`config.mk`:
```
export PLATFORM = sky130hd
export DESIGN_NAME = load_cell_touch_detector
export DESIGN_NICKNAME = d
export VERILOG_FILES = /design/src/hdl/lcd_pkg.sv /design/src/hdl/lcd_div.sv /design/src/hdl/load_cell_touch_detector.sv
export SDC_FILE = /design/constraint.sdc
export NUM_CORES = 2
export LEC_CHECK = 0
export ABC_AREA = 1
export BUFFER_PORTS_ARGS = -buffer_cell sky130_fd_sc_hd__clkbuf_2
export CORE_MARGIN = 2
export CORE_UTILIZATION = 40
export CTS_CLUSTER_DIAMETER = 200
export CTS_CLUSTER_SIZE = 16
export DETAILED_ROUTE_END_ITERATION = 8
export GPL_TIMING_DRIVEN = 0
export PLACE_DENSITY = 0.57
export RECOVER_POWER = 50
export SYNTH_ARGS = -nofsm -noshare
export SYNTH_HDL_FRONTEND = slang
export SYNTH_SLANG_ARGS = --single-unit
```
`constraint.sdc`:
```
create_clock -name clk -period 6.29 [get_ports clk]
set_input_delay 0.3145 -clock clk [delete_from_list [all_inputs] [get_ports clk]]
set_output_delay 0.3145 -clock clk [all_outputs]
set_load 0.05 [all_outputs]
```
`src/hdl/lcd_pkg.sv`:
```
// Shared constants and types for the load-cell touch detector.
// Used by lcd_div and load_cell_touch_detector; depends on nothing.
package lcd_pkg;

  localparam int SAMPLE_WIDTH    = 32;
  localparam int FRACTION_BITS   = 8;
  localparam int FACTOR_WIDTH    = 9;
  localparam int NUM_WIDTH       = SAMPLE_WIDTH + FACTOR_WIDTH + 1;
  localparam int DIVISOR_WIDTH   = 16;
  localparam int IN_DATA_WIDTH   = ((SAMPLE_WIDTH + 7) / 8) * 8;
  localparam int OUT_FIELD_WIDTH = 2 * SAMPLE_WIDTH + 1;
  localparam int OUT_DATA_WIDTH  = ((OUT_FIELD_WIDTH + 7) / 8) * 8;
  localparam int CFG_INDEX_WIDTH = 3;
  localparam int CFG_DATA_WIDTH  = 24;

  localparam int THRESHOLD_WIDTH = 24;
  localparam int COUNT_WIDTH     = 8;
  localparam int WEIGHT_WIDTH    = 16;

  localparam logic [THRESHOLD_WIDTH-1:0] THRESHOLD_RESET =
    THRESHOLD_WIDTH'(250 << FRACTION_BITS);
  localparam logic [COUNT_WIDTH-1:0]  RUN_LIMIT_RESET = COUNT_WIDTH'(3);
  localparam logic [COUNT_WIDTH-1:0]  HORIZON_RESET   = COUNT_WIDTH'(100);
  localparam logic [COUNT_WIDTH-1:0]  HOLD_RESET      = COUNT_WIDTH'(10);
  localparam logic [WEIGHT_WIDTH-1:0] WEIGHT_RESET    = WEIGHT_WIDTH'(50);
  localparam logic [COUNT_WIDTH-1:0]  BLINK_RESET     = COUNT_WIDTH'(10);

  typedef enum logic [CFG_INDEX_WIDTH-1:0] {
    CFG_THRESHOLD,
    CFG_RUN_LIMIT,
    CFG_HORIZON,
    CFG_HOLD,
    CFG_REF_WEIGHT,
    CFG_BLINK
  } cfg_index_t;

endpackage

```
`src/hdl/lcd_div.sv`:
```
// Sequential signed floor divider, one quotient bit per cycle.
// Depends on lcd_pkg for the numerator, divisor and quotient widths.
module lcd_div (
  input  logic                                       clk,
  input  logic                                       rst_n,
  input  logic                                       start,
  input  logic signed [lcd_pkg::NUM_WIDTH-1:0]       numer,
  input  logic        [lcd_pkg::DIVISOR_WIDTH-1:0]   divisor,
  output logic                                       done,
  output logic signed [lcd_pkg::SAMPLE_WIDTH-1:0]    quot
);
  import lcd_pkg::*;

  localparam int MAG_W = NUM_WIDTH - 1;
  localparam int CNT_W = $clog2(MAG_W);
  localparam int DW    = DIVISOR_WIDTH;

  typedef enum logic [1:0] {D_IDLE, D_RUN, D_FIX} dstate_t;

  dstate_t                     state_r;
  logic                        neg_r;
  logic [MAG_W-1:0]            mag_r;
  logic [DW-1:0]               rem_r;
  logic [DW-1:0]               dvs_r;
  logic [CNT_W-1:0]            cnt_r;
  logic                        done_r;
  logic signed [SAMPLE_WIDTH-1:0] quot_r;

  logic signed [NUM_WIDTH-1:0] numer_abs;
  logic [DW+1:0]               trial;
  logic                        ge;
  logic [DW-1:0]               rem_nxt;
  logic [MAG_W-1:0]            qfix;

  always_comb begin
    numer_abs = numer[NUM_WIDTH-1] ? -numer : numer;
    trial     = {1'b0, rem_r, mag_r[MAG_W-1]} - {2'b00, dvs_r};
    ge        = !trial[DW+1];
    rem_nxt   = ge ? trial[DW-1:0] : {rem_r[DW-2:0], mag_r[MAG_W-1]};
    qfix      = neg_r ? (~mag_r + MAG_W'(rem_r == '0)) : mag_r;
  end

  always_ff @(posedge clk) begin
    if (!rst_n) begin
      state_r <= D_IDLE;
      done_r  <= 1'b0;
    end else begin
      done_r <= (state_r == D_FIX);
      case (state_r)
        D_IDLE: begin
          if (start) begin
            neg_r   <= numer[NUM_WIDTH-1];
            mag_r   <= numer_abs[MAG_W-1:0];
            rem_r   <= '0;
            dvs_r   <= divisor;
            cnt_r   <= CNT_W'(MAG_W - 1);
            state_r <= D_RUN;
          end
        end
        D_RUN: begin
          rem_r <= rem_nxt;
          mag_r <= {mag_r[MAG_W-2:0], ge};
          cnt_r <= cnt_r - 1'b1;
          if (cnt_r == '0) begin
            state_r <= D_FIX;
          end
        end
        D_FIX: begin
          quot_r  <= qfix[SAMPLE_WIDTH-1:0];
          state_r <= D_IDLE;
        end
        default: begin
          state_r <= D_IDLE;
        end
      endcase
    end
  end

  assign done = done_r;
  assign quot = quot_r;

endmodule

```
`src/hdl/load_cell_touch_detector.sv`:
```
// Top level of the load-cell touch detector: sequencer, state and ports.
// Depends on lcd_pkg and on lcd_div for every average and scale division.
//
// Channel  Direction  Handshake            Payload
// in_      slave      in_tvalid/in_tready  sample in tdata, calibrate mode in tuser
// out_     master     out_tvalid/out_tready indicator, difference, scale; tuser = scale valid
// cfg_     slave      cfg_valid/cfg_ready  register index and data, always ready
//
// An item is accepted, multiplied, then added as the divider is loaded; the divider works out
// the quotient bits and fixes the sign; the quotient is taken, then the output register loads.
// Items that start calibration, or end it with a zero weight, go straight to the output stage.
// The block takes no new word until the current result is in the output register.
// Reset is synchronous and active low; it restores the sequencer, detector state and register defaults.
module load_cell_touch_detector (
  input  logic                                   clk,
  input  logic                                   rst_n,
  input  logic                                   in_tvalid,
  output logic                                   in_tready,
  // Fields from bit 0: sample.
  input  logic [lcd_pkg::IN_DATA_WIDTH-1:0]      in_tdata,
  // Fields from bit 0: calibrate_mode.
  input  logic                                   in_tuser,
  output logic                                   out_tvalid,
  input  logic                                   out_tready,
  // Fields from bit 0: indicator_level, difference, scale_value.
  output logic [lcd_pkg::OUT_DATA_WIDTH-1:0]     out_tdata,
  // Fields from bit 0: scale_valid.
  output logic                                   out_tuser,
  input  logic                                   cfg_valid,
  output logic                                   cfg_ready,
  input  logic [lcd_pkg::CFG_INDEX_WIDTH-1:0]    cfg_index,
  input  logic [lcd_pkg::CFG_DATA_WIDTH-1:0]     cfg_data
);
  import lcd_pkg::*;

  localparam int SW    = SAMPLE_WIDTH;
  localparam int CMP_W = (SW + 1 > THRESHOLD_WIDTH + 1) ? SW + 1 : THRESHOLD_WIDTH + 1;
  localparam int PAD_W = OUT_DATA_WIDTH - OUT_FIELD_WIDTH;

  typedef enum logic [2:0] {S_IDLE, S_MUL, S_ADD, S_DIV, S_OUT} state_t;
  typedef enum logic [1:0] {K_BASE, K_CAL, K_SCALE} kind_t;

  state_t state_r;
  kind_t  kind_r;

  logic [THRESHOLD_WIDTH-1:0] threshold_r;
  logic [COUNT_WIDTH-1:0]     run_limit_r;
  logic [COUNT_WIDTH-1:0]     horizon_r;
  logic [COUNT_WIDTH-1:0]     hold_len_r;
  logic [WEIGHT_WIDTH-1:0]    weight_r;
  logic [COUNT_WIDTH-1:0]     blink_per_r;

  logic                       prev_mode_r;
  logic signed [SW-1:0]       base_avg_r;
  logic signed [SW-1:0]       cal_avg_r;
  logic [COUNT_WIDTH-1:0]     pressed_r;
  logic [COUNT_WIDTH-1:0]     hold_r;
  logic [COUNT_WIDTH-1:0]     blink_r;
  logic                       ind_r;

  logic signed [SW-1:0]       mul_a_r;
  logic [FACTOR_WIDTH-1:0]    fac_r;
  logic signed [SW-1:0]       add_r;
  logic [DIVISOR_WIDTH-1:0]   dvs_r;
  logic signed [NUM_WIDTH-1:0] prod_r;
  logic signed [SW-1:0]       diff_r;
  logic signed [SW-1:0]       scale_r;
  logic                       flag_r;

  logic                       out_valid_r;
  logic                       out_ind_r;
  logic signed [SW-1:0]       out_diff_r;
  logic signed [SW-1:0]       out_scale_r;
  logic                       out_flag_r;

  logic                       in_accept;
  logic                       mode;
  logic signed [SW-1:0]       sample;
  logic [COUNT_WIDTH-1:0]     h;
  logic signed [SW:0]         d;
  logic                       above;
  logic [COUNT_WIDTH-1:0]     pressed_nxt;
  logic                       touch;
  logic [COUNT_WIDTH-1:0]     hold_tmp;
  logic [COUNT_WIDTH-1:0]     hold_nxt;
  logic                       ind_tmp;
  logic                       ind_nxt;
  logic signed [SW-1:0]       sat_d;
  logic [COUNT_WIDTH-1:0]     blink_inc;
  logic signed [NUM_WIDTH-1:0] numer;
  logic                       div_start;
  logic                       div_done;
  logic signed [SW-1:0]       div_quot;

  assign in_accept = in_tvalid && in_tready;
  assign in_tready = (state_r == S_IDLE);
  assign cfg_ready = 1'b1;
  assign mode      = in_tuser;
  assign sample    = $signed(in_tdata[SW-1:0]);

  always_comb begin
    h           = (horizon_r == '0) ? COUNT_WIDTH'(1) : horizon_r;
    d           = {sample[SW-1], sample} - {base_avg_r[SW-1], base_avg_r};
    above       = $signed(CMP_W'(d)) > $signed(CMP_W'({1'b0, threshold_r}));
    pressed_nxt = above ? ((pressed_r == '1) ? pressed_r : pressed_r + 1'b1) : '0;
    touch       = pressed_nxt > run_limit_r;
    hold_tmp    = touch ? hold_len_r : hold_r;
    ind_tmp     = touch ? 1'b0 : ind_r;
    hold_nxt    = hold_tmp;
    ind_nxt     = ind_tmp;
    if (hold_tmp != '0) begin
      if (hold_tmp == COUNT_WIDTH'(1)) begin
        ind_nxt = 1'b1;
      end
      hold_nxt = hold_tmp - 1'b1;
    end
    if (d[SW] != d[SW-1]) begin
      sat_d = d[SW] ? {1'b1, {(SW-1){1'b0}}} : {1'b0, {(SW-1){1'b1}}};
    end else begin
      sat_d = d[SW-1:0];
    end
    blink_inc = blink_r + 1'b1;
    numer     = prod_r + NUM_WIDTH'(add_r);
  end

  assign div_start = (state_r == S_ADD);

  lcd_div u_div (
    .clk     (clk),
    .rst_n   (rst_n),
    .start   (div_start),
    .numer   (numer),
    .divisor (dvs_r),
    .done    (div_done),
    .quot    (div_quot)
  );

  always_ff @(posedge clk) begin
    if (!rst_n) begin
      threshold_r <= THRESHOLD_RESET;
      run_limit_r <= RUN_LIMIT_RESET;
      horizon_r   <= HORIZON_RESET;
      hold_len_r  <= HOLD_RESET;
      weight_r    <= WEIGHT_RESET;
      blink_per_r <= BLINK_RESET;
    end else if (cfg_valid && cfg_ready) begin
      case (cfg_index)
        CFG_THRESHOLD:  threshold_r <= cfg_data[THRESHOLD_WIDTH-1:0];
        CFG_RUN_LIMIT:  run_limit_r <= cfg_data[COUNT_WIDTH-1:0];
        CFG_HORIZON:    horizon_r   <= cfg_data[COUNT_WIDTH-1:0];
        CFG_HOLD:       hold_len_r  <= cfg_data[COUNT_WIDTH-1:0];
        CFG_REF_WEIGHT: weight_r    <= cfg_data[WEIGHT_WIDTH-1:0];
        CFG_BLINK:      blink_per_r <= cfg_data[COUNT_WIDTH-1:0];
        default: begin
        end
      endcase
    end
  end

  always_ff @(posedge clk) begin
    if (!rst_n) begin
      state_r     <= S_IDLE;
      kind_r      <= K_BASE;
      prev_mode_r <= 1'b0;
      base_avg_r  <= '0;
      cal_avg_r   <= '0;
      pressed_r   <= '0;
      hold_r      <= '0;
      blink_r     <= '0;
      ind_r       <= 1'b1;
      out_valid_r <= 1'b0;
    end else begin
      if (state_r == S_OUT && (!out_valid_r || out_tready)) begin
        out_valid_r <= 1'b1;
      end else if (out_tready) begin
        out_valid_r <= 1'b0;
      end
      case (state_r)
        S_IDLE: begin
          if (in_accept) begin
            prev_mode_r <= mode;
            flag_r      <= !mode && prev_mode_r;
            diff_r      <= (!mode && !prev_mode_r) ? sat_d : '0;
            scale_r     <= '0;
            if (mode && !prev_mode_r) begin
              cal_avg_r <= '0;
              state_r   <= S_OUT;
            end else if (mode) begin
              if (blink_inc > blink_per_r) begin
                ind_r   <= !ind_r;
                blink_r <= '0;
              end else begin
                blink_r <= blink_inc;
              end
              mul_a_r <= cal_avg_r;
              fac_r   <= {h, 1'b0} - 1'b1;
              add_r   <= sample;
              dvs_r   <= DIVISOR_WIDTH'({h, 1'b0});
              kind_r  <= K_CAL;
              state_r <= S_MUL;
            end else if (prev_mode_r) begin
              mul_a_r <= cal_avg_r;
              fac_r   <= FACTOR_WIDTH'(1);
              add_r   <= '0;
              dvs_r   <= weight_r;
              kind_r  <= K_SCALE;
              state_r <= (weight_r == '0) ? S_OUT : S_MUL;
            end else begin
              pressed_r <= pressed_nxt;
              hold_r    <= hold_nxt;
              ind_r     <= ind_nxt;
              mul_a_r   <= base_avg_r;
              fac_r     <= {1'b0, h} - 1'b1;
              add_r     <= sample;
              dvs_r     <= DIVISOR_WIDTH'(h);
              kind_r    <= K_BASE;
              state_r   <= S_MUL;
            end
          end
        end
        S_MUL: begin
          prod_r  <= NUM_WIDTH'(mul_a_r) * NUM_WIDTH'($signed({1'b0, fac_r}));
          state_r <= S_ADD;
        end
        S_ADD: begin
          state_r <= S_DIV;
        end
        S_DIV: begin
          if (div_done) begin
            case (kind_r)
              K_BASE:  base_avg_r <= div_quot;
              K_CAL:   cal_avg_r  <= div_quot;
              K_SCALE: scale_r    <= div_quot;
              default: begin
              end
            endcase
            state_r <= S_OUT;
          end
        end
        S_OUT: begin
          if (!out_valid_r || out_tready) begin
            out_ind_r   <= ind_r;
            out_diff_r  <= diff_r;
            out_scale_r <= scale_r;
            out_flag_r  <= flag_r;
            state_r     <= S_IDLE;
          end
        end
        default: begin
          state_r <= S_IDLE;
        end
      endcase
    end
  end

  assign out_tvalid = out_valid_r;
  assign out_tdata  = {{PAD_W{1'b0}}, out_scale_r, out_diff_r, out_ind_r};
  assign out_tuser  = out_flag_r;

`ifndef SYNTHESIS
  a_done_in_div: assert property (@(posedge clk) disable iff (!rst_n)
    div_done |-> state_r == S_DIV)
    else $error("Divider finished outside the divide state.");

  a_busy_after_accept: assert property (@(posedge clk) disable iff (!rst_n)
    in_accept |=> !in_tready)
    else $error("Block stayed ready after taking a word.");

  a_scale_no_diff: assert property (@(posedge clk) disable iff (!rst_n)
    out_tvalid && out_tuser |-> out_tdata[SW:1] == '0)
    else $error("Scale word carries a nonzero difference.");

  a_no_scale_unflagged: assert property (@(posedge clk) disable iff (!rst_n)
    out_tvalid && !out_tuser |-> out_tdata[2*SW:SW+1] == '0)
    else $error("Scale value present without the scale flag.");
`endif

endmodule

```
==> results.tsv <==
stage	metric	value	unit
floorplanning	initial_utilization	40.3	%
final_layout	antenna_cells	0	
worst_setup_path	crit_type	flop to flop	
logic_synthesis	synth_top_area_cell	edfxtp_1	
final_layout	fillers	10000	
worst_setup_path	critPathLaunch	fac_r[3]	
global_routing	grt_pass1_wl	192	mm
logic_synthesis	synth.distinct_cells	58	
power_and_ir_drop	p_leak	21.5	nW
worst_setup_path	start_kind	flop	
global_routing	grt_max_degree	37	
sta	hold_violations	0	
sta	tightest_slew	1.82	ns
status	violations	max-capacitance violations, max-slew violations	
drt	antenna_left	0	
floorplanning	dieWidth	321	um
logic_synthesis	synth_seq_cells	545	
worst_setup_path	critPathMaxFanout	10	
floorplanning	pin_count	141	
logic_synthesis	yosysSeqAreaShare	36.4	%
worst_setup_path	worstReg2RegStart	fac_r[3]	
clock_tree	clkTransAtPathRegs	0.07	ns
logic_synthesis	synthCells	5078	
logic_synthesis	yosys_warnings	0	
final_layout	largest_register_ffs	42	
drt	dr.first_iter.drc_count	2763	
sta	rsz0062_at_grt	true	
final_layout	final_common_cell	nand2_1	
power_and_ir_drop	ir_drop	0.000331	V
sta	timing.final.crit_period	6.17	ns
worst_setup_path	arrival	6.59	ns
logic_synthesis	syn-cell-area	40300	um^2
drt	wl	127	mm
clock_tree	htreeDepth	2	
global_routing	grt.total_usage	24.4	%
placement	place.port_buffers	132	
floorplanning	die_area	103000	um^2
logic_synthesis	ys_top_cells_by_area	edfxtp_1, nand2_1, fa_1, inv_1, dfxtp_1	
worst_setup_path	worstPathRequired	6.71	ns
worst_setup_path	r2r_cells	21	
worst_setup_path	worstSetupEndpointType	flop	
sta	slew_headroom	-21.4	%
clock_tree	cts_buffer_depth	3	
global_routing	overflow	0	
floorplanning	die_y	321	um
worst_setup_path	r2r_end	prod_r[38]	
final_layout	regMostFlops	prod_r	
final_layout	seq_area	14700	um^2
global_routing	antenna_found_initial	4	
sta	worst_hold_slack	0.0212	ns
drt	vias	33500	
sta	setup_tns	0	ns
clock_tree	cts_root_buffer	clkbuf_16	
logic_synthesis	synth_top_area_share	27.9	%
placement	gp_congestion	0.949	
sta	final-setup-viol-count	0	
drt	viasPerCell	5.06	
flow_run	maxCapViolations	1	
drt	first_pass_iters	6	
clock_tree	numCtsBuffers	40	
clock_tree	cts_tree	built	
worst_setup_path	worstSetupEndpoint	prod_r[38]	
logic_synthesis	synthFlopType	edfxtp_1	
logic_synthesis	synth_edf_count	374	
floorplanning	core_area	100000	um^2
logic_synthesis	avgSynthCellArea	7.94	um^2
floorplanning	num_rows	116	
drt	drc	0	
status	outcome	finished, violations left	
clock_tree	clk_latency	0.63	ns
sta	clock_skew	0.0461	ns
global_routing	grt_pass1_vias	31800	
final_layout	drive_gt1_share	5.28	%
final_layout	area_delta_synth_final	9.71	%
final_layout	reg_top3	prod_r: 42 flops, u_div.mag_r: 41 flops	
drt	wl_per_cell	19.2	um
clock_tree	clkSinkCount	545	
worst_setup_path	r2r_setup_slack	0.12	ns
logic_synthesis	synthArstFlopShare	0	%
sta	drv_slew	34	
sta	fmax	162	MHz
power_and_ir_drop	power.density	438	nW/um^2
placement	hpwl	104	mm
sta	fin_crit_sh	98.0	%
final_layout	mostFrequentLayoutCells	nand2_1, inv_1, edfxtp_1	
final_layout	nNetsFinal	5821	
hold_path	hold_class	input pin to flop	
final_layout	multi_input_area	21200	um^2
## where the power goes
group,internal (mW),switching [mW]
Sequential,4.80,0.254
Combinational,3.91,7.85
Clock,1.22,1.34
Total,9.94,9.45
## critical path: stages (launching register included)
cell       delay [ns]
edfxtp_1         0.38
buf_12           0.14
clkbuf_1         0.43
nand2_1          0.16
fa_1             0.54
inv_1            0.05
fa_1             0.49
inv_1            0.05
fa_1             0.47
inv_1            0.05
fa_1             0.62
fa_1             0.44
ha_1             0.41
nand2_1          0.13
nor2_1           0.23
nand2_1          0.17
nor3_1           0.28
nand4_1          0.18
o2111ai_1        0.26
nand3_1          0.13
nand2_1          0.10
xor2_1           0.26
## stage by stage
stage,instance area [um^2],cells,worst slack [ns],power (mW),util [%]
finish,44200,6617,0.123,19.4,44.2
global route,44200,6617,-0.0226,20.9,44.2
CTS,44300,6621,0.0314,19.3,44.3
detailed placement,42900,6533,-0.259,16.6,42.9
global placement,42600,6514,-2.89,16.6,42.6
floorplan,40300,5084,0.207,13.1,-
## worst min path at each step
stage | from | end | slack [ns] | cells after the start
final | cfg_data[9] | threshold_r[9] | 0.02 | 3
after detailed placement | diff_r[31] | out_diff_r[31] | 0.40 | 0
after global placement | scale_r[25] | out_scale_r[25] | 0.40 | 0
after floorplan | diff_r[0] | out_diff_r[0] | 0.40 | 0
after CTS | cfg_data[22] | threshold_r[22] | 0.002 | 3
after global routing | cfg_data[9] | threshold_r[9] | 0.02 | 3
## area by class of cell
cell class                 instances  share of cell area [%]
clock inverter                     4                   0.195
multi-input combinational       3328                    47.8
inverter                        1055                    8.96
buffer                           147                    1.48
sequential                       545                    33.1
clock buffer                      67                    2.49
timing repair buffer             173                    2.22
tap                             1298                    3.67
## layer usage
| layer | routed length (um) | track usage (%) | vias up |
|---|---|---|---|
| li1 | - | - | 16300 |
| met1 | 58100 | 35.0 | 16000 |
| met2 | 57400 | 39.3 | 984 |
| met3 | 7670 | 2.41 | 156 |
| met4 | 3830 | 6.81 | 0 |
| met5 | 0 | 0 | - |
## cell usage after synthesis (4+ instances only)
master,number
o31ai_1,8
or2_2,8
buf_2,7
nor3_1,33
o21ai_0,264
o21bai_1,14
a22oi_1,5
buf_4,13
o21ai_2,4
nor2_2,19
a21oi_2,6
nand2_2,34
inv_1,1044
a31oi_1,22
inv_2,6
xnor2_1,48
o21a_1,4
nor4_1,13
ha_1,229
a21boi_0,4
o211ai_1,21
edfxtp_1,374
a21oi_1,315
nand3b_1,18
buf_1,6
clkbuf_1,126
nand3_2,10
o22ai_1,9
nor2_1,340
nand4_1,38
a21o_1,6
and3_1,5
xor2_1,100
nor2_4,6
o21ai_1,19
and2_1,4
dfxtp_1,171
clkinv_1,5
nand2_1,1292
fa_1,237
nand3_1,165
## cells by family after synthesis
kind of cell / count (synthesis) / synth area share (%)
xor gates and xnor gates: 148 / 3.22
buffers and inverters: 1211 / 11.5
adders and majority gates: 466 / 18.9
AOI/OAI and AO/OA: 713 / 9.54
other: 2 / 0.0186
and+or+nand+nor: 1993 / 20.5
DFF: 545 / 36.4
## repair_timing
action	4_1_cts	5_1_grt
setup endpoints to repair	12	22
buffers inserted	10	5
resized for setup	10	39
endpoints found under the hold margin	7	0
pin swaps	0	2
hold buffers	7	0
No activity file was read; power rests on OpenSTA's default activity.
